## src/sv/cct_pkg.sv

```systemverilog
// Shared types and constants for the colour temperature unit.
`timescale 1ns / 1ps

package cct_pkg;

  // Field widths fixed by the sample format.
  localparam int unsigned CHAN_W     = 16;
  localparam int unsigned SETTING_W  = 8;
  localparam int unsigned DIVIDEND_W = 28;

  // Estimator constants.
  localparam logic [11:0] CCT_SLOPE  = 12'd3810;
  localparam logic [15:0] CCT_OFFSET = 16'd1391;

  // Saturation level constants.
  localparam logic [15:0] DIGITAL_SAT        = 16'd65535;
  localparam logic [8:0]  CYCLE_BASE         = 9'd256;
  localparam logic [8:0]  ANALOG_CYCLE_LIMIT = 9'd63;
  localparam int unsigned COUNTS_PER_CYCLE   = 1024;
  localparam logic [9:0]  SAT_PER_CYCLE      = 10'(COUNTS_PER_CYCLE - COUNTS_PER_CYCLE / 4);

  // Divider shape: two quotient bits per pipeline stage.
  localparam int unsigned BITS_PER_STAGE = 2;
  localparam int unsigned DIV_STAGES     = DIVIDEND_W / BITS_PER_STAGE;

  // One classified request waiting for the divider.
  typedef struct packed {
    logic                  zero;
    logic [CHAN_W-1:0]     divisor;
    logic [DIVIDEND_W-1:0] dividend;
  } cct_job_t;

  // Occupancy of the front pipeline, used for the busy credit.
  typedef struct packed {
    logic f1_valid;
    logic f2_valid;
  } cct_front_stat_t;

endpackage

```

## src/sv/ir_compensated_color_temperature_unit.sv

```systemverilog
// Throughput: one request per cycle; two front stages, a short queue and a
// fourteen-stage divider retiring two quotient bits per stage.
// busy rises only if the queue credit runs out, which cannot happen at DEPTH >= 4,
// since the receiver cannot stall and the divider drains one request a cycle.
// Reset (rst_n low, synchronous) empties the pipeline and clears the register to 0.
`timescale 1ns / 1ps

module ir_compensated_color_temperature_unit import cct_pkg::*; #(
  parameter int unsigned DEPTH = 4
) (
  input  logic                 clk,
  input  logic                 rst_n,
  input  logic                 start,
  output logic                 busy,
  input  logic [CHAN_W-1:0]    in_red_count,
  input  logic [CHAN_W-1:0]    in_green_count,
  input  logic [CHAN_W-1:0]    in_blue_count,
  input  logic [CHAN_W-1:0]    in_clear_count,
  output logic                 out_strobe,
  output logic [CHAN_W-1:0]    out_kelvin,
  input  logic                 cfg_we,
  input  logic [SETTING_W-1:0] cfg_wdata
);

  localparam int unsigned CNT_W = $clog2(DEPTH + 1);

  logic            accept;
  logic            push;
  cct_job_t        push_job;
  cct_front_stat_t stat;
  logic            head_valid;
  cct_job_t        head_job;
  logic [CNT_W-1:0] count;
  logic [CNT_W:0]   pending;

  // A request is taken when start is high and there is room for it downstream.
  assign accept  = start && !busy;
  assign pending = {1'b0, count} + {{CNT_W{1'b0}}, stat.f1_valid}
                 + {{CNT_W{1'b0}}, stat.f2_valid};
  assign busy    = (pending >= (CNT_W + 1)'(DEPTH));

  cct_front u_front (
    .clk      (clk),
    .rst_n    (rst_n),
    .cfg_we   (cfg_we),
    .cfg_wdata(cfg_wdata),
    .accept   (accept),
    .red      (in_red_count),
    .green    (in_green_count),
    .blue     (in_blue_count),
    .clear    (in_clear_count),
    .push     (push),
    .push_job (push_job),
    .stat     (stat)
  );

  cct_queue #(
    .DEPTH(DEPTH)
  ) u_queue (
    .clk       (clk),
    .rst_n     (rst_n),
    .push      (push),
    .push_job  (push_job),
    .pop       (head_valid),
    .head_valid(head_valid),
    .head_job  (head_job),
    .count     (count)
  );

  // The divider takes the queue head every cycle it is present.
  cct_div_pipe u_div (
    .clk       (clk),
    .rst_n     (rst_n),
    .in_valid  (head_valid),
    .in_job    (head_job),
    .out_strobe(out_strobe),
    .out_kelvin(out_kelvin)
  );

endmodule

```

## src/sv/cct_front.sv

```systemverilog
// Front end: configuration register, saturation check, IR removal and scaling.
`timescale 1ns / 1ps

module cct_front import cct_pkg::*; (
  input  logic                 clk,
  input  logic                 rst_n,
  input  logic                 cfg_we,
  input  logic [SETTING_W-1:0] cfg_wdata,
  input  logic                 accept,
  input  logic [CHAN_W-1:0]    red,
  input  logic [CHAN_W-1:0]    green,
  input  logic [CHAN_W-1:0]    blue,
  input  logic [CHAN_W-1:0]    clear,
  output logic                 push,
  output cct_job_t             push_job,
  output cct_front_stat_t      stat
);

  logic [SETTING_W-1:0] setting_r;

  logic              f1_valid_r;
  logic              f1_zero_r;
  logic [CHAN_W-1:0] f1_ir_r;
  logic [CHAN_W-1:0] f1_red_r;
  logic [CHAN_W-1:0] f1_blue_r;

  logic              f2_valid_r;
  logic              f2_zero_r;
  logic [CHAN_W-1:0] f2_red_r;
  logic [CHAN_W-1:0] f2_blue_r;

  logic [8:0]        cycles;
  logic [CHAN_W-1:0] sat_level;
  logic [17:0]       sum;
  logic [17:0]       diff;
  logic [CHAN_W-1:0] ir_nxt;
  logic              zero_nxt;
  logic [CHAN_W-1:0] red2_nxt;
  logic [CHAN_W-1:0] blue2_nxt;

  // Configuration register, written whenever the enable is high.
  always_ff @(posedge clk) begin
    if (!rst_n) begin
      setting_r <= '0;
    end else if (cfg_we) begin
      setting_r <= cfg_wdata;
    end
  end

  // Saturation level: digital limit for long integrations, else 75 percent of full scale.
  always_comb begin
    cycles = CYCLE_BASE - {1'b0, setting_r};
    if (cycles > ANALOG_CYCLE_LIMIT) begin
      sat_level = DIGITAL_SAT;
    end else begin
      sat_level = 16'({10'b0, cycles[5:0]} * {6'b0, SAT_PER_CYCLE});
    end
  end

  // Stage one: classify the sample and estimate the IR content.
  always_comb begin
    sum      = {2'b0, red} + {2'b0, green} + {2'b0, blue};
    diff     = sum - {2'b0, clear};
    ir_nxt   = (sum > {2'b0, clear}) ? diff[16:1] : '0;
    zero_nxt = (clear == '0) || (clear >= sat_level);
  end

  always_ff @(posedge clk) begin
    if (!rst_n) begin
      f1_valid_r <= 1'b0;
    end else begin
      f1_valid_r <= accept;
    end
    f1_zero_r <= zero_nxt;
    f1_ir_r   <= ir_nxt;
    f1_red_r  <= red;
    f1_blue_r <= blue;
  end

  // Stage two: remove the IR estimate from red and blue, wrapping at 16 bits.
  assign red2_nxt  = f1_red_r - f1_ir_r;
  assign blue2_nxt = f1_blue_r - f1_ir_r;

  always_ff @(posedge clk) begin
    if (!rst_n) begin
      f2_valid_r <= 1'b0;
    end else begin
      f2_valid_r <= f1_valid_r;
    end
    f2_zero_r <= f1_zero_r || (red2_nxt == '0);
    f2_red_r  <= red2_nxt;
    f2_blue_r <= blue2_nxt;
  end

  // Scale blue by the slope and hand the request to the queue.
  assign push              = f2_valid_r;
  assign push_job.zero     = f2_zero_r;
  assign push_job.divisor  = f2_red_r;
  assign push_job.dividend = DIVIDEND_W'(CCT_SLOPE) * DIVIDEND_W'(f2_blue_r);

  assign stat.f1_valid = f1_valid_r;
  assign stat.f2_valid = f2_valid_r;

endmodule

```

## src/sv/cct_queue.sv

```systemverilog
// Short request queue between the front end and the divider.
`timescale 1ns / 1ps

module cct_queue import cct_pkg::*; #(
  parameter int unsigned DEPTH = 4
) (
  input  logic                         clk,
  input  logic                         rst_n,
  input  logic                         push,
  input  cct_job_t                     push_job,
  input  logic                         pop,
  output logic                         head_valid,
  output cct_job_t                     head_job,
  output logic [$clog2(DEPTH+1)-1:0]   count
);

  localparam int unsigned PTR_W = (DEPTH > 1) ? $clog2(DEPTH) : 1;
  localparam int unsigned CNT_W = $clog2(DEPTH + 1);

  cct_job_t          slot_r [DEPTH];
  logic [PTR_W-1:0]  wr_ptr_r;
  logic [PTR_W-1:0]  rd_ptr_r;
  logic [CNT_W-1:0]  count_r;
  logic              do_pop;

  assign do_pop     = pop && (count_r != '0);
  assign head_valid = (count_r != '0);
  assign head_job   = slot_r[rd_ptr_r];
  assign count      = count_r;

  // Storage slots carry no reset.
  always_ff @(posedge clk) begin
    if (push) begin
      slot_r[wr_ptr_r] <= push_job;
    end
  end

  // Pointers and fill count.
  always_ff @(posedge clk) begin
    if (!rst_n) begin
      wr_ptr_r <= '0;
      rd_ptr_r <= '0;
      count_r  <= '0;
    end else begin
      if (push) begin
        wr_ptr_r <= (wr_ptr_r == PTR_W'(DEPTH - 1)) ? '0 : wr_ptr_r + 1'b1;
      end
      if (do_pop) begin
        rd_ptr_r <= (rd_ptr_r == PTR_W'(DEPTH - 1)) ? '0 : rd_ptr_r + 1'b1;
      end
      if (push && !do_pop) begin
        count_r <= count_r + 1'b1;
      end else if (!push && do_pop) begin
        count_r <= count_r - 1'b1;
      end
    end
  end

  // The busy credit must keep the queue from overflowing.
  assert property (@(posedge clk) disable iff (!rst_n)
    !(push && !do_pop && (count_r == CNT_W'(DEPTH))))
    else $error("queue written while full");

  assert property (@(posedge clk) disable iff (!rst_n)
    count_r <= CNT_W'(DEPTH))
    else $error("queue count beyond depth");

endmodule

```

## src/sv/cct_div_pipe.sv

```systemverilog
// Back end: pipelined restoring divider and result register.
`timescale 1ns / 1ps

module cct_div_pipe import cct_pkg::*; (
  input  logic              clk,
  input  logic              rst_n,
  input  logic              in_valid,
  input  cct_job_t          in_job,
  output logic              out_strobe,
  output logic [CHAN_W-1:0] out_kelvin
);

  logic                  v_r   [DIV_STAGES];
  logic                  z_r   [DIV_STAGES];
  logic [CHAN_W-1:0]     rem_r [DIV_STAGES];
  logic [CHAN_W-1:0]     quo_r [DIV_STAGES];
  logic [CHAN_W-1:0]     den_r [DIV_STAGES];
  logic [DIVIDEND_W-1:0] num_r [DIV_STAGES];

  logic              out_strobe_r;
  logic [CHAN_W-1:0] out_kelvin_r;

  for (genvar s = 0; s < DIV_STAGES; s++) begin : g_stage
    logic                  v_in;
    logic                  z_in;
    logic [CHAN_W-1:0]     rem_in;
    logic [CHAN_W-1:0]     quo_in;
    logic [CHAN_W-1:0]     den_in;
    logic [DIVIDEND_W-1:0] num_in;
    logic [CHAN_W-1:0]     rem_nxt;
    logic [CHAN_W-1:0]     quo_nxt;
    logic [DIVIDEND_W-1:0] num_nxt;

    // The first stage starts from the queue head with a clear remainder.
    if (s == 0) begin : g_first
      assign v_in   = in_valid;
      assign z_in   = in_job.zero;
      assign rem_in = '0;
      assign quo_in = '0;
      assign den_in = in_job.divisor;
      assign num_in = in_job.dividend;
    end else begin : g_next
      assign v_in   = v_r[s-1];
      assign z_in   = z_r[s-1];
      assign rem_in = rem_r[s-1];
      assign quo_in = quo_r[s-1];
      assign den_in = den_r[s-1];
      assign num_in = num_r[s-1];
    end

    // Two restoring steps; only the low 16 quotient bits are kept, as the sum wraps.
    always_comb begin
      logic [CHAN_W:0]       trial;
      logic [CHAN_W-1:0]     rem_w;
      logic [CHAN_W-1:0]     quo_w;
      logic [DIVIDEND_W-1:0] num_w;
      rem_w = rem_in;
      quo_w = quo_in;
      num_w = num_in;
      for (int k = 0; k < BITS_PER_STAGE; k++) begin
        trial = {rem_w, num_w[DIVIDEND_W-1]};
        num_w = {num_w[DIVIDEND_W-2:0], 1'b0};
        if (trial >= {1'b0, den_in}) begin
          rem_w = CHAN_W'(trial - {1'b0, den_in});
          quo_w = {quo_w[CHAN_W-2:0], 1'b1};
        end else begin
          rem_w = trial[CHAN_W-1:0];
          quo_w = {quo_w[CHAN_W-2:0], 1'b0};
        end
      end
      rem_nxt = rem_w;
      quo_nxt = quo_w;
      num_nxt = num_w;
    end

    always_ff @(posedge clk) begin
      if (!rst_n) begin
        v_r[s] <= 1'b0;
      end else begin
        v_r[s] <= v_in;
      end
      z_r[s]   <= z_in;
      rem_r[s] <= rem_nxt;
      quo_r[s] <= quo_nxt;
      den_r[s] <= den_in;
      num_r[s] <= num_nxt;
    end
  end

  // Result register: add the offset, or give zero for a rejected sample.
  always_ff @(posedge clk) begin
    if (!rst_n) begin
      out_strobe_r <= 1'b0;
    end else begin
      out_strobe_r <= v_r[DIV_STAGES-1];
    end
    out_kelvin_r <= z_r[DIV_STAGES-1] ? '0 : quo_r[DIV_STAGES-1] + CCT_OFFSET;
  end

  assign out_strobe = out_strobe_r;
  assign out_kelvin = out_kelvin_r;

  // A request leaves the last stage a fixed number of cycles after entering.
  assert property (@(posedge clk) disable iff (!rst_n)
    v_r[DIV_STAGES-1] |-> $past(v_r[0], DIV_STAGES - 1))
    else $error("divider stage valid out of step");

endmodule

```

## config.mk

```make
export PLATFORM = sky130hd
export DESIGN_NAME = ir_compensated_color_temperature_unit
export DESIGN_NICKNAME = d
export VERILOG_FILES = /design/src/sv/cct_pkg.sv /design/src/sv/ir_compensated_color_temperature_unit.sv /design/src/sv/cct_front.sv /design/src/sv/cct_queue.sv /design/src/sv/cct_div_pipe.sv
export SDC_FILE = /design/constraint.sdc
export NUM_CORES = 2
export LEC_CHECK = 0
export BUFFER_PORTS_ARGS = -buffer_cell sky130_fd_sc_hd__buf_2
export CAP_MARGIN = 15
export CORE_AREA = 4 4 349 317
export CTS_BUF_LIST = sky130_fd_sc_hd__clkbuf_2
export DETAILED_ROUTE_END_ITERATION = 10
export DIE_AREA = 0 0 353 321
export PLACE_DENSITY = 0.73
export SLEW_MARGIN = 20
export SYNTH_ARGS = -nofsm -noshare
export SYNTH_HDL_FRONTEND = slang
export SYNTH_HIERARCHICAL = 1
export SYNTH_SLANG_ARGS = --single-unit
```

## constraint.sdc

```tcl
create_clock -name clk -period 5.45 [get_ports clk]
set_input_delay 0.2725 -clock clk [delete_from_list [all_inputs] [get_ports clk]]
set_output_delay 0.2725 -clock clk [all_outputs]
set_load 0.01 [all_outputs]
```

# Yosys cells after proc, flatten, opt, wreduce, memory -nomap -nowiden
# Memory sizes are Yosys's and may differ from the RTL's. A register that Yosys moved wholly into a read port is not among the register bits.
# Index checks and enable logic that the tools add are counted.
# totals
ramBits	1240
wordCells	206
regBits	115
out_inout_bits	18
mem_count	7
inputBits	76
# memory_table
memory	words	width	rd	rd_ports_with_merged_regs	write_ports	line_no	text
u_div.num_r	14	26	13	0	14	cct_div_pipe.sv:18	logic [DIVIDEND_W-1:0] num_r [DIV_STAGES];
u_div.den_r	14	16	13	0	14	cct_div_pipe.sv:17	logic [CHAN_W-1:0] den_r [DIV_STAGES];
u_div.quo_r	14	16	14	0	14	cct_div_pipe.sv:16	logic [CHAN_W-1:0] quo_r [DIV_STAGES];
u_div.rem_r	14	16	13	0	14	cct_div_pipe.sv:15	logic [CHAN_W-1:0] rem_r [DIV_STAGES];
u_queue.slot_r	4	44	1	1	1	cct_queue.sv:20	cct_job_t slot_r [DEPTH];
u_div.v_r	14	1	14	1	14	cct_div_pipe.sv:13	logic v_r [DIV_STAGES];
+1 memories	-	-	-	-	-	-	
# classes
mul	2
n_bitwise	14
eq_ne	2
n_reduce_logical	13
addsub	41
magnitude_cmp	32
n_mux	81
# op_table
operator	n
16-bit 2-to-1 mux	29
16-bit subtractor	29
17-bit by 16-bit greater-or-equal comparator with 1-bit output	27
1-bit 2-to-1 mux	46
16-bit zero test	2
11-bit by 16-bit multiplier with 27-bit output (first input constant)	1
17-bit by 16-bit adder with 18-bit output	1
18-bit by 16-bit > comparator with 1-bit output	1
16-bit by 16-bit adder with 17-bit output	1
17-bit by 16-bit subtractor with 17-bit output	1
16-bit by 11-bit adder with 16-bit output (second input constant)	1
1-bit by 16-bit greater-or-equal comparator with 1-bit output	1
16-bit greater-or-equal comparator	1
1-bit by 16-bit subtractor with 16-bit output	1
1-bit OR	14
9-bit by 6-bit > comparator with 1-bit output (second input constant)	1
9-bit by 8-bit subtractor with 9-bit output (first input constant)	1
6-bit by 2-bit multiplier with 8-bit output (second input constant)	1
2-bit 2-to-1 mux	4
3-bit 2-to-1 mux	2
2-bit by 1-bit adder with 2-bit output (second input constant)	2
3-bit by 1-bit adder with 4-bit output	1
4-bit by 1-bit adder with 4-bit output	1
2-bit == test (second input constant)	2
other kinds (8)	14

# Logic depth before layout (Yosys ltp)
# depth
depth_word	5
depth_mapped	25
ltp_nobuf	22

# By module
# Netlist, hierarchy kept.
# modules_own_cells
module	area_each_um2	n_inst	cells_each	seq_area_each_um2
cct_div_pipe	38826.0	1	4142	14313.7
cct_front	9475.3	1	976	1841.8
cct_queue	7005.5	1	280	5585.4
ir_compensated_color_temperature_unit	36.3	1	5	0.0

# Worst setup path before layout
# OpenSTA, ideal clock, no wires.
# synth_timing
kind	register to register
start	mem u_div.den_r[7][1], in the netlist u_div/den_r[0][113]
end	mem u_div.rem_r[8][11], in the netlist u_div/rem_r[1][11]
stages_incl_launch_ff	23
slack_ps	-199
t_arrival_ps	5528
period_less_slack_ps	5649
n_path_buf	2
required_ps	5329
cell_sequence	dfxtp_1 > inv_1 > ha_1 > nor2b_1 > o31a_1 > o41ai_1 > o21ai_1 > o31a_1 > nor4_4 > clkbuf_1 > nand2_1 > o21ai_0 > ha_1 > nor2b_1 > o31a_1 > o21ai_1 > a21oi_1 > a221o_1 > a221o_1 > a221o_1 > a211oi_4 > buf_6 > mux2_2
# synth_rtl
item	line_no
from (decl)	cct_div_pipe.sv:17
to (decl)	cct_div_pipe.sv:15

# Worst setup path after layout
# layout_timing
start	in in_red_count[1]
end	reg u_front.f1_ir_r[11]
# layout_via
elab_chain_len	3
elab_cells_between_ends	4
# layout_rtl
item	line_no	text
from (decl)	ir_compensated_color_temperature_unit.sv:15	input logic [CHAN_W-1:0] in_red_count,
16-bit by 16-bit adder with 17-bit output *	cct_front.sv:62	sum = {2'b0, red} + {2'b0, green} + {2'b0, blue};
17-bit by 16-bit adder with 18-bit output *	cct_front.sv:62	
17-bit by 16-bit subtractor with 17-bit output / 18-bit by 16-bit > comparator with 1-bit output (equally long branches)	cct_front.sv:63, cct_front.sv:64	
to (signal assigned)	cct_front.sv:75	f1_ir_r <= ir_nxt;
to (decl)	cct_front.sv:23	logic [CHAN_W-1:0] f1_ir_r;
# Mark *: on every way between the ends. The rest lies on a longest branch, timed or not.
# A chain may end at the register's enable or synchronous reset.

==> impl_results.md <==
- Vias in the first global route: 41,439
- DR iter-0 viols: about 3,300
- DP Area: 58,200 um^2
- Crit-path cells: dlygate4sd3_1, buf_2, dlygate4sd3_1, fa_1, ha_2, fa_1, a21oi_2, o21ai_2, o21a_1, o21ai_0, nand2b_1, a21oi_1, xnor2_1, ha_1, dlygate4sd3_1, nand2_1, o31ai_2, o21ai_1, a21o_1, xor2_1, dlygate4sd3_1, nor2_4, dlygate4sd3_1
- CTS tree: done
- Layout Area Growth over Synthesis: 14.6%
- CTS Buf Count: between 200 and 250
- Worst EP required: 6860 ps
- Most frequent cells in the layout: 803 x dfxtp_1, 610 x ha_1, 512 x inv_1, 338 x clkbuf_2, 336 x a21oi_1
- GP Congestion: about 0.92
- Largest net degree at the start of global routing: 46
- Synth Area per Inst: between 10 and 15 um^2
- Post-DRT Antenna Nets: 0
- CORE AREA: approximately 110,000 um^2
- Min Hold Slack: roughly 240 ps
- Hold crit path type: flop to flop
- Critical-path top delay cell: dlygate4sd3_1
- Layout cell share with drive strength beyond 1: 16.6%
- Leading cell type in the layout, fill and taps excluded: dfxtp_1
- Clk_lat worst skew: about 1600 ps
- Overall Global Routing Usage: between 20% and 30%
- CP dominant cell by count: dlygate4sd3_1
- Startpoint Class: input pin
- Critical Path Max Stage Delay: 650 ps
- Num ports: 94
- Max H-tree Level: 4
- Post-synth EDFFs: 180
- Via density: roughly 5.5
- Hpwl dp: slightly below 100,000 um
- Critical path type: input pin to flop
- Cell area after layout: around 63,000 um^2
- F_max: about 0.18 GHz
- Predominant post-synthesis flop cell: dfxtp_1
- CP Max Fanout: 3
- Number of I/O port buffers: a little over 90
- Area of the die: about 110,000 um^2
- Setup slack at placement: -114 ps
- Final period utilization: 101%
- Syn Nets: 6,207
- Clock sinks: between 900 and 1,000
- DRT Wirelength: 131,000 um
- Seq/Total Area, Yosys: between 30 and 40%
- Post-synthesis cell count: 5,403
- Clock buffer depth: 3
- Distinct cells, synth: about 110
- Worst-margin pin slew: about 1000 ps
- Reg clk slew, reported paths: 100 ps
- DR DRC count: 0
- Final net count: approximately 7,000
- Ys Warns: 6
- Status: finished with violations
- Width of the chip: 353 um
- Worst setup margin: -54.9 ps
- Failing checks: negative setup slack
- Initial DRT Pass Iterations: 9
- Slew Limit Fails: 0
- Initial antenna violation count: 5
- First-pass GRT wire length: approximately 210,000 um
- Worst slew margin: 33.1%
- Final min period: roughly 5500 ps
- Final setup violation count: 2
- Initial core utilization: 51.8%
- Clk root buf: clkbuf_2
- Final TNS setup: -60.6 ps
- Row cnt: roughly 110
- Vias: roughly 42,000
- Max cap viols: 0
- Worst Setup End Kind: flop
- Die height: between 300 and 400 um
- Synthesized cell area: 55,300 um^2
- FF+latch count, synth: 996
- FFs w/ async S/R, synth: 0%
- Gr ovfl total: 0
- Worst EP arrival: ~7000 ps
- Wirelength per Cell: between 15 and 20 um
- Clock Skew: around 130 ps
- Fin. Hold Viols: 0
layer usage:
metal | share of wire [%] | track usage [%]
met5 | 0 | 0
met1 | 47 | 31.2
met2 | 45 | 36.2
met3 | 5.6 | 3.92
met4 | 2.3 | 7.06
cell usage after synthesis (12+ instances only):
cell type	number	share of area (%)
o31a_1	25	0.40
o31ai_1	27	0.37
dfxtp_1	816	30
a31o_2	14	0.22
a31oi_1	32	0.36
xor2_1	119	1.9
nand2_1	254	1.7
ha_1	617	14
o21bai_1	45	0.61
fa_1	111	4.0
or3_1	30	0.34
nand4_1	75	0.85
mux2_2	216	4.4
o21a_1	85	1.2
a21o_1	145	2.0
nor3_1	88	0.80
buf_2	16	0.14
a211oi_1	39	0.53
a221o_1	13	0.24
mux2_1	12	0.24
mux4_2	40	1.6
edfxtp_1	180	9.8
nand2b_1	56	0.63
clkbuf_1	48	0.33
xnor2_1	285	4.5
inv_1	513	3.5
nor2b_1	83	0.94
mux2i_1	35	0.63
and3_1	35	0.40
and2_1	48	0.54
nand3_1	98	0.89
a21oi_1	346	3.1
nor4_1	34	0.38
or2_2	13	0.15
nor2_1	285	1.9
o21ai_0	277	2.5
o211ai_1	23	0.31
area by class of cell:
| class | instances | area, um^2 |
|---|---|---|
| Antenna cell | 7 | 17.5 |
| Clock buffer | 338 | 1690 |
| Clock inverter | 100 | 841 |
| Fill cell | 8798 | 43400 |
| Inverter | 515 | 1930 |
| Multi-Input combinational cell | 3806 | 31500 |
| Sequential cell | 996 | 21800 |
| Tap cell | 1392 | 1740 |
| Timing Repair Buffer | 473 | 4010 |
what timing repair did:
action,in CTS,in global routing
hold buffers,221,0
setup buffers,1,23
gates resized for setup,2,68
endpoints found under the setup margin,21,169
pin swaps,1,23
hold endpoints to repair,83,0
worst max-delay path, delay by kind of cell:
kind	cells	cell delay, ps
buffers and inverters	6	3050
adders and majority gates	4	1540
AOI/OAI and AO/OA	8	1370
xor gates and xnor gates	2	370
and+or+nand+nor	3	290
through the flow:
step / std cells / util [%]
after floorplan: 5403 / -
after global placement: 6937 / 54.5
after detailed placement: 6937 / 54.5
after CTS: 7597 / 58.9
after global routing: 7626 / 59.4
final: 7627 / 59.4
sequential cells by signal, indices dropped and copies added, names as in the netlist, 16 cells and up, named ones only:
name               count
u_front/f2_red_r      16
u_front/f1_red_r      16
u_div/quo_r           72
u_div/out_kelvin      16
u_front/f1_blue_r     16
u_div/den_r          208
u_div/rem_r          208
u_div/num_r          182
u_front/f1_ir_r       16
u_queue/slot_r       180
u_front/f2_blue_r     16
worst paths after layout:
path | from | endpoint | slack, ps | cells after the start
worst max-delay path | in_red_count[1] | u_front/f1_ir_r[11] | -50 | 23
worst min-delay path | u_div/quo_r[1][4] | u_div/quo_r[1][22] | 240 | 0
worst max register to register | u_div/rem_r[0][112] | u_div/rem_r[1][2] | 120 | 23
worst min register to register | u_div/quo_r[1][4] | u_div/quo_r[1][22] | 240 | 0
cell families after synthesis:
kind of cell             Yosys count  share of synthesized area, %
XOR/XNOR                         405                          6.42
AND/OR/NAND/NOR                 1144                          10.3
other                              1                       0.00678
adder cells (fa/ha/maj)          728                          18.0
flip-flops                       996                          39.3
multiplexers                     316                          7.35
AO/OA/AOI/OAI                   1212                          14.3
buffers and inverters            601                          4.37
Power is not shown: default switching activity piles up to over one toggle a cycle in this logic, so the estimate is an artifact.
